`config.mk`:
```
export PLATFORM = sky130hd
export DESIGN_NAME = ps2_host_frame_receiver_top
export DESIGN_NICKNAME = d
export VERILOG_FILES = /design/src/rtl/ps2rx_pkg.sv /design/src/rtl/ps2_host_frame_receiver_top.sv
export SDC_FILE = /design/constraint.sdc
export NUM_CORES = 1
export LEC_CHECK = 0
export ABC_CLOCK_PERIOD_IN_PS = 6750
export BUFFER_PORTS_ARGS = -buffer_cell sky130_fd_sc_hd__buf_2
export CAP_MARGIN = 20
export CORE_UTILIZATION = 45
export CTS_CLUSTER_DIAMETER = 30
export DETAILED_ROUTE_END_ITERATION = 16
export MAX_ROUTING_LAYER = met4
export PLACE_DENSITY_LB_ADDON = 0.12
export SLEW_MARGIN = 20
export SYNTH_ARGS = -nofsm -noshare
export SYNTH_HDL_FRONTEND = slang
export SYNTH_SLANG_ARGS = --single-unit
```
`constraint.sdc`:
```
create_clock -name clk -period 6.75 [get_ports clk]
set_clock_uncertainty 0.2 [all_clocks]
set_input_delay 0 -clock clk [delete_from_list [all_inputs] [get_ports clk]]
set_output_delay 0 -clock clk [all_outputs]
set_load 0.005 [all_outputs]
```
`src/rtl/ps2rx_pkg.sv`:
```
// Shared constants for the PS/2 host frame receiver.
// No dependencies; imported by ps2_host_frame_receiver_top.
`default_nettype none

package ps2rx_pkg;

    localparam int TIME_W    = 32;
    localparam int TIMEOUT_W = 20;
    localparam int MINGAP_W  = 16;
    localparam int CFG_W     = 20;
    localparam int CFG_IDX_W = 1;
    localparam int POS_W     = 4;
    localparam int BYTE_W    = 8;

    // Configuration register indexes.
    localparam logic [CFG_IDX_W-1:0] REG_TIMEOUT = 1'd0;
    localparam logic [CFG_IDX_W-1:0] REG_MIN_GAP = 1'd1;

    localparam logic [TIMEOUT_W-1:0] TIMEOUT_RESET = 20'd20000;
    localparam logic [MINGAP_W-1:0]  MIN_GAP_RESET = 16'd30;

    // Frame positions: idle, data bits 1..8, parity, stop.
    localparam logic [POS_W-1:0] POS_IDLE      = 4'd0;
    localparam logic [POS_W-1:0] POS_FIRST     = 4'd1;
    localparam logic [POS_W-1:0] POS_LAST_DATA = 4'd8;
    localparam logic [POS_W-1:0] POS_PARITY    = 4'd9;
    localparam logic [POS_W-1:0] POS_STOP      = 4'd10;

endpackage : ps2rx_pkg

`default_nettype wire

```
`src/rtl/ps2_host_frame_receiver_top.sv`:
```
// An input item is held in the input register until the frame state takes it; a
// good frame end also loads the result register. Throughput: one input item per
// cycle while in_stall is low; frame state is updated once per item.
// Reset (rst_n low, asynchronous) clears frame state, the pipeline valids and the
// configuration registers to their defaults (timeout 20000 us, minimum gap 30 us).
`default_nettype none

module ps2_host_frame_receiver_top (
    input  wire logic                               clk,
    input  wire logic                               rst_n,
    input  wire logic                               cfg_write,
    input  wire logic [ps2rx_pkg::CFG_IDX_W-1:0]    cfg_index,
    input  wire logic [ps2rx_pkg::CFG_W-1:0]        cfg_data,
    input  wire logic                               in_valid,
    output logic                                    in_stall,
    input  wire logic [ps2rx_pkg::TIME_W-1:0]       now_us,
    input  wire logic                               clk_level,
    input  wire logic                               data_level,
    output logic                                    out_valid,
    input  wire logic                               out_stall,
    output logic [ps2rx_pkg::BYTE_W-1:0]            rx_byte
);
    import ps2rx_pkg::*;

    logic [TIMEOUT_W-1:0] timeout_reg;
    logic [MINGAP_W-1:0]  min_gap_reg;

    // Input register.
    logic              s1_valid_reg, s1_valid_next;
    logic [TIME_W-1:0] s1_now_reg;
    logic              s1_clk_reg;
    logic              s1_data_reg;

    // Frame state.
    logic [TIME_W-1:0] last_edge_reg, last_edge_next;
    logic [POS_W-1:0]  pos_reg, pos_next;
    logic [BYTE_W-1:0] shift_reg, shift_next;
    logic              par_reg, par_next;

    // Result register.
    logic              out_valid_reg, out_valid_next;
    logic [BYTE_W-1:0] rx_byte_reg, rx_byte_next;

    logic              out_free;
    logic              in_take;
    logic              s1_go;
    logic              emit;
    logic              line_reset;
    logic [TIME_W-1:0] elapsed;
    logic              timed_out;
    logic              gap_ok;
    logic [POS_W-1:0]  pos_eff;
    logic [POS_W-1:0]  pos_dec;

    assign out_free  = !out_valid_reg || !out_stall;
    assign in_stall  = s1_valid_reg && !out_free;
    assign in_take   = in_valid && !in_stall;
    assign s1_go     = s1_valid_reg && out_free;
    assign out_valid = out_valid_reg;
    assign rx_byte   = rx_byte_reg;

    always_ff @(posedge clk or negedge rst_n)
    begin
        if (!rst_n)
        begin
            timeout_reg <= TIMEOUT_RESET;
            min_gap_reg <= MIN_GAP_RESET;
        end
        else if (cfg_write)
        begin
            case (cfg_index)
                REG_TIMEOUT: timeout_reg <= cfg_data[TIMEOUT_W-1:0];
                REG_MIN_GAP: min_gap_reg <= cfg_data[MINGAP_W-1:0];
                default:     ;
            endcase
        end
    end

    always_comb
    begin
        s1_valid_next = s1_valid_reg;
        if (in_take)
        begin
            s1_valid_next = 1'b1;
        end
        else if (s1_go)
        begin
            s1_valid_next = 1'b0;
        end
    end

    always_ff @(posedge clk or negedge rst_n)
    begin
        if (!rst_n)
        begin
            s1_valid_reg <= 1'b0;
        end
        else
        begin
            s1_valid_reg <= s1_valid_next;
        end
    end

    always_ff @(posedge clk)
    begin
        if (in_take)
        begin
            s1_now_reg  <= now_us;
            s1_clk_reg  <= clk_level;
            s1_data_reg <= data_level;
        end
    end

    // Differences wrap modulo 2^32. A zero edge time means no edge yet and
    // disables the timeout.
    assign line_reset = !s1_clk_reg && s1_data_reg;
    assign elapsed    = s1_now_reg - last_edge_reg;
    assign timed_out  = (last_edge_reg != '0)
                        && (elapsed > {{(TIME_W-TIMEOUT_W){1'b0}}, timeout_reg});
    assign gap_ok     = elapsed >= {{(TIME_W-MINGAP_W){1'b0}}, min_gap_reg};
    assign pos_eff    = timed_out ? POS_IDLE : pos_reg;
    assign pos_dec    = pos_eff - POS_FIRST;

    always_comb
    begin
        last_edge_next = last_edge_reg;
        pos_next       = pos_reg;
        shift_next     = shift_reg;
        par_next       = par_reg;
        emit           = 1'b0;
        if (line_reset)
        begin
            last_edge_next = s1_now_reg;
            pos_next       = POS_IDLE;
            shift_next     = '0;
            par_next       = 1'b1;
        end
        else
        begin
            pos_next = pos_eff;
            if (s1_clk_reg)
            begin
                if (pos_eff == POS_IDLE)
                begin
                    if (!s1_data_reg)
                    begin
                        pos_next       = POS_FIRST;
                        last_edge_next = s1_now_reg;
                    end
                end
                else if (gap_ok)
                begin
                    last_edge_next = s1_now_reg;
                    if (pos_eff <= POS_LAST_DATA)
                    begin
                        // Data bits arrive LSB first.
                        if (s1_data_reg)
                        begin
                            shift_next = shift_reg
                                         | (BYTE_W'(1) << pos_dec[2:0]);
                            par_next   = !par_reg;
                        end
                        pos_next = pos_eff + POS_FIRST;
                    end
                    else if (pos_eff == POS_PARITY)
                    begin
                        if (s1_data_reg)
                        begin
                            par_next = !par_reg;
                        end
                        pos_next = POS_STOP;
                    end
                    else if (pos_eff == POS_STOP)
                    begin
                        pos_next = POS_IDLE;
                        emit     = s1_data_reg && !par_reg;
                    end
                end
            end
        end
    end

    always_ff @(posedge clk or negedge rst_n)
    begin
        if (!rst_n)
        begin
            last_edge_reg <= '0;
            pos_reg       <= POS_IDLE;
            shift_reg     <= '0;
            par_reg       <= 1'b1;
        end
        else if (s1_go)
        begin
            last_edge_reg <= last_edge_next;
            pos_reg       <= pos_next;
            shift_reg     <= shift_next;
            par_reg       <= par_next;
        end
    end

    always_comb
    begin
        out_valid_next = out_valid_reg;
        rx_byte_next   = rx_byte_reg;
        if (out_free)
        begin
            out_valid_next = s1_go && emit;
            if (s1_go && emit)
            begin
                rx_byte_next = shift_reg;
            end
        end
    end

    always_ff @(posedge clk or negedge rst_n)
    begin
        if (!rst_n)
        begin
            out_valid_reg <= 1'b0;
        end
        else
        begin
            out_valid_reg <= out_valid_next;
        end
    end

    always_ff @(posedge clk)
    begin
        rx_byte_reg <= rx_byte_next;
    end

`ifndef ASSERT_OFF
    a_pos_range: assert property (@(posedge clk) disable iff (!rst_n)
        pos_reg <= POS_STOP)
        else $error("frame position out of range");

    a_line_reset: assert property (@(posedge clk) disable iff (!rst_n)
        (s1_go && line_reset) |=> (pos_reg == POS_IDLE && par_reg && shift_reg == '0))
        else $error("line reset did not clear the frame");

    a_stall_holds: assert property (@(posedge clk) disable iff (!rst_n)
        in_stall |-> (s1_valid_reg && out_valid_reg))
        else $error("input stalled without a pending item");

    a_emit_from_stop: assert property (@(posedge clk) disable iff (!rst_n)
        (s1_go && emit) |=> (pos_reg == POS_IDLE && out_valid_reg))
        else $error("result emitted without frame end");
`endif

endmodule : ps2_host_frame_receiver_top

`default_nettype wire
```
# Word level (Yosys, flattened, before mapping)
# Cells that the tools add are included.
# word_totals
reg_bits	125
inputBits	60
output_inout_bits	10
wordCells	90
# classes
n_addsub	3
order_cmp	3
eq_ne	4
n_shift	1
muxes	36
bitwise	2
n_reduce_logical	29
# ops
cell	count
$mux W32	5
$mux W8	6
$mux W4	9
$ge A32 B16 Y1	1
$gt A32 B20 Y1	1
$reduce_bool A32 Y1	1
$sub A32 B32 Y32	1
$mux W1	16
$reduce_bool A2 Y1	5
$eq A4 B4 Y1 const B	2
$or A8 B8 Y8	1
$shl A1 B3 Y8 const A	1
$logic_and A1 B1 Y1	7
$logic_not A1 Y1	6
$reduce_and A2 Y1	3
$reduce_and A6 Y1	1
$reduce_bool A3 Y1	2
$reduce_and A5 Y1	1
$add A4 B1 Y4 const B	1
$le A4 B4 Y1 const B	1
$logic_not A4 Y1	1
$reduce_and A4 Y1	1
$ne A3 B3 Y1 const B	1
$sub A3 B1 Y3 const B	1
other kinds (3)	3

# Logic depth before layout (Yosys ltp)
# depth
depth_word	14
ltp_mapped	29
depth_no_buf	28

# Least setup slack after synthesis
# OpenSTA, ideal clock, no wires.
# synth_path
path_type	register -> register
start	register last_edge_reg[4]
end	register rx_byte_reg[0] (netlist: rx_byte[0]), enable pin
setup_time_ns	0.336
t_arrival_ns	5.270
required_ns	6.214
setup_slack_ns	0.944
stages_incl_launch_ff	26
path_buffers	2
period_less_slack_ns	5.806
path_cell_list	dfrtp_1 inv_1 ha_1 a21o_1 a31o_2 o2111ai_1 a21boi_0 o21ba_2 or3_1 and2_1 ha_1 a21o_1 a21o_1 a21oi_1 nand2_1 o21a_1 a311oi_2 a21o_2 buf_2 and2_1 inv_1 ha_1 buf_4 nor4b_1 and3_1 and3_1
# synth_between
elab_chain_cells	14
elab_cells_between_ends	19
classes_between	add/sub (1); order compare (3); eq/ne (2); mux (8); reduce/logical (5)
# synth_rtl
element	line	text
start: declaration	ps2_host_frame_receiver_top.sv:35	logic [TIME_W-1:0] last_edge_reg, last_edge_next;
start signal: assignment	ps2_host_frame_receiver_top.sv:194	last_edge_reg <= last_edge_next;
$sub A32 B32 Y32	ps2_host_frame_receiver_top.sv:117	assign elapsed = s1_now_reg - last_edge_reg;
$gt A32 B20 Y1	ps2_host_frame_receiver_top.sv:119	&& (elapsed > {{(TIME_W-TIMEOUT_W){1'b0}}, timeout_reg});
$logic_and A1 B1 Y1	ps2_host_frame_receiver_top.sv:119	
$mux W4	ps2_host_frame_receiver_top.sv:121	assign pos_eff = timed_out ? POS_IDLE : pos_reg;
$eq A4 B4 Y1	ps2_host_frame_receiver_top.sv:173	else if (pos_eff == POS_STOP)
$mux W1	ps2_host_frame_receiver_top.sv:173	
$mux W1	ps2_host_frame_receiver_top.sv:165	else if (pos_eff == POS_PARITY)
$mux W1	ps2_host_frame_receiver_top.sv:154	if (pos_eff <= POS_LAST_DATA)
$mux W1	ps2_host_frame_receiver_top.sv:151	else if (gap_ok)
$mux W1 (*)	ps2_host_frame_receiver_top.sv:143	if (pos_eff == POS_IDLE)
$mux W1 (*)	ps2_host_frame_receiver_top.sv:141	if (s1_clk_reg)
$mux W1 (*)	ps2_host_frame_receiver_top.sv:131	if (line_reset)
$logic_and A1 B1 Y1 (*)	ps2_host_frame_receiver_top.sv:208	if (s1_go && emit)
$reduce_and A2 Y1 (no line) (*)	--	
end signal: assignment	ps2_host_frame_receiver_top.sv:229	rx_byte_reg <= rx_byte_next;
end: declaration	ps2_host_frame_receiver_top.sv:42	logic [BYTE_W-1:0] rx_byte_reg, rx_byte_next;
# Mark *: on every way between the ends. The rest lies on a longest branch, timed or not.
# A chain may end at the register's enable or synchronous reset.

# Worst setup path in the final report
# layout_path
start	register last_edge_reg[4]
end	register rx_byte_reg[5] (netlist: rx_byte[5]), enable pin
# Same word-level chain as after synthesis.

==> flow_metrics.env <==
export IMPL_yosysUniqueCellTypes=73
export IMPL_cts_tree="yes"
export IMPL_drt_pass1_iterations=5
export IMPL_drive_gt1_frac=0.1933
export IMPL_tns_ns=0
export IMPL_die_area_um2=18740
export IMPL_final_cell_mix="94 x dlygate4sd3_1, 78 x inv_1, 74 x ha_1, 73 x dfrtp_1, 69 x nand2_1"
export IMPL_clk_latency_ns=0.43
export IMPL_synth_fp_nets=943
export IMPL_numCtsBuffers=17
export IMPL_grt_max_degree=84
export IMPL_root_buffer="clkbuf_16"
export IMPL_ys_seq_area_frac=0.4093
export IMPL_rsz0062_at_grt="no"
export IMPL_grt_ovfl_total=0
export IMPL_reg2reg_setup_slack_ns=0.40
export IMPL_ant_nets=0
export IMPL_instances_no_fill=1208
export IMPL_failed_checks="negative hold slack"
export IMPL_num_antenna_cells=0
export IMPL_core_um2=17540
export IMPL_grt_pass1_vias=6787
export IMPL_antenna_found_initial=0
export IMPL_ys_flop_type="dfrtp_1"
export IMPL_ctsResizeCount=0
export IMPL_avgSynthCellArea_um2=10.13
export IMPL_peakVddDrop_uv=237.3
export IMPL_netlist_area_leader_share=0.2231
export IMPL_cp_arrival_ns=6.24
export IMPL_die_w_um=136.9
export IMPL_p_per_area_nw_per_um2=310.4
export IMPL_synth_edf_count=42
export IMPL_static_leakage_power_nw=4.657
export IMPL_fin_nets=1105
export IMPL_drc_errors=0
export IMPL_cts_sinks=125
export IMPL_grt_pass1_wl_um=33560
export IMPL_gp_congestion=0.8971
export IMPL_synth_top_cell_by_area="dfrtp_1"
export IMPL_crit_path_start="last_edge_reg[4]"
export IMPL_fp_dieH_um=136.9
export IMPL_grt_use_total=0.2399
export IMPL_critPathMaxFanout=12
export IMPL_synth_cell_area_um2=8187
export IMPL_syn_to_final_growth_pct=25.40
export IMPL_htree_levels=4
export IMPL_fin_area_um2=10270
export IMPL_holdWs_ns=-0.005537
export IMPL_crit_type="flip-flop to flip-flop"
export IMPL_maxCapViolations=0
export IMPL_wire_per_inst_um=16.82
export IMPL_cpPeakStageDelay_ns=0.42
export IMPL_timing_final_crit_share=0.9412
export IMPL_ios=70
export IMPL_path_cells="inv_1 -> ha_1 -> a21o_1 -> a31o_2 -> o2111ai_1 -> a21boi_0 -> o21ba_2 -> or3_1 -> and2_1 -> ha_1 -> a21o_1 -> a21o_1 -> a21oi_1 -> nand2_1 -> o21a_1 -> a311oi_2 -> a21o_2 -> and2_1 -> inv_1 -> ha_1 -> nor4b_1 -> and3_1 -> and3_1"
export IMPL_initial_core_util=0.4668
export IMPL_critPathTopFamily="compound AO/OA/AOI/OAI gates"
export IMPL_place_ws_ns=0.4473
export IMPL_setup_slack_ns=0.3970
export IMPL_cp_start_kind="flip-flop"
export IMPL_cp_end_kind="flip-flop"
export IMPL_synth_cells=808
export IMPL_clkTransAtPathRegs_ns=0.06
export IMPL_reg2reg_from="last_edge_reg[4]"
export IMPL_crit_slowest_cell="nor4b_1"
export IMPL_dp_cells=1082
export IMPL_min_period_ns=6.353
export IMPL_synthTopCellsByArea="dfrtp_1 22%, edfxtp_1 15%, ha_1 11%"
export IMPL_hold_violations=4
export IMPL_wl_um=20320
export IMPL_slew_headroom=0.4720
export IMPL_synth_warnings=0
export IMPL_rows=48
export IMPL_required_ns=6.63
export IMPL_cts_setup_buffers=0
export IMPL_worstMarginPinSlew_ns=0.7920
export IMPL_crit_buf_inv=2
export IMPL_postPlaceCellArea_um2=8723
export IMPL_numPortBuffers=69
export IMPL_async_reset_ff_frac=0.6640
export IMPL_drt_iter0_markers=446
export IMPL_max_freq_mhz=157.4
export IMPL_ys_ff_latch=125
export IMPL_clk_path_buf_depth=2
export IMPL_status="complete, but fails checks"
export IMPL_hold_path_class="input pin to asynchronous set/reset pin"
export IMPL_final_common_cell="dlygate4sd3_1"
export IMPL_postCtsHoldBufs=94
export IMPL_vias=6719
export IMPL_setup_viol=0
export IMPL_drv_slew=0
export IMPL_avgViaCountPerCell=5.562
export IMPL_post_dp_hpwl_um=14630
==> area by class of cell <==
class                      count  area, µm²
timing repair buffer         168       1343
multi-input combinational    580       4400
inverter                      78      292.8
fill                        1510       7271
clock buffer                  18      429.2
sequential                   125       3351
clock inverter                14      168.9
tap                          225      281.5
==> worst paths after layout <==
| path | cells after the start | end |
|---|---|---|
| min in group clk | 4 | timeout_reg[13] |
| worst min register to register | 0 | rx_byte[4] |
| worst max-delay path | 23 | rx_byte[5] |
| max in group asynchronous | 2 | shift_reg[7] |
| worst min-delay path | 2 | last_edge_reg[5] |
| worst max register to register | 23 | rx_byte[5] |
==> cells by family after synthesis <==
group / share of synthesized area
compound gates: 0.1871
simple gates: 0.1285
flops: 0.4093
buf+inv: 0.05349
fa+ha+maj: 0.1155
mux: 0.08360
xor+xnor: 0.02247
==> power breakdown <==
group	switching, mW	leakage, nW	internal (mW)
logic	0.705	2.98	0.585
clock network	0.362	0.282	0.580
registers	0.0700	1.40	0.885
==> through the flow <==
step | hold WS (ns) | util | total power [mW]
floorplan | -0.4956 | - | 1.885
global placement | -0.02393 | 0.4974 | 2.159
detailed placement | -0.02191 | 0.4974 | 2.191
CTS | 0.003251 | 0.5852 | 3.194
global route | 0.05996 | 0.5854 | 3.403
finish | -0.005537 | 0.5854 | 3.187
==> synth_stat cells, types with 4 or more instances <==
library cell  count
a211o_1           4
a211oi_1          9
a21o_1           24
a21oi_1          49
a22oi_1           5
a31o_2            5
a31oi_1           5
and2_1           11
and3_1           10
and4_1            5
buf_6             5
clkbuf_1         15
dfrtp_1          73
dfstp_2          10
edfxtp_1         42
ha_1             74
inv_1            78
mux2_2           19
mux2_4           30
nand2_1          69
nand2b_1          6
nand3_1          18
nand4_1          12
nor2_1           34
nor2b_1           4
nor3_1           13
nor4_1           11
o211ai_1          7
o21a_1            7
o21ai_0          49
o21bai_1          4
o22ai_1           6
o31ai_1           9
or2_2             4
or3_1             4
xnor2_1          14
xor2_1            7
==> per-layer routing <==
layer	vias to the layer above	GRT usage	part of all wire
met5	-	-	0
met4	0	0.09890	0.027
met3	35	0.04074	0.030
met2	146	0.3725	0.46
met1	3244	0.3101	0.49
li1	3294	-	-
No activity file was read; power rests on OpenSTA's default activity.
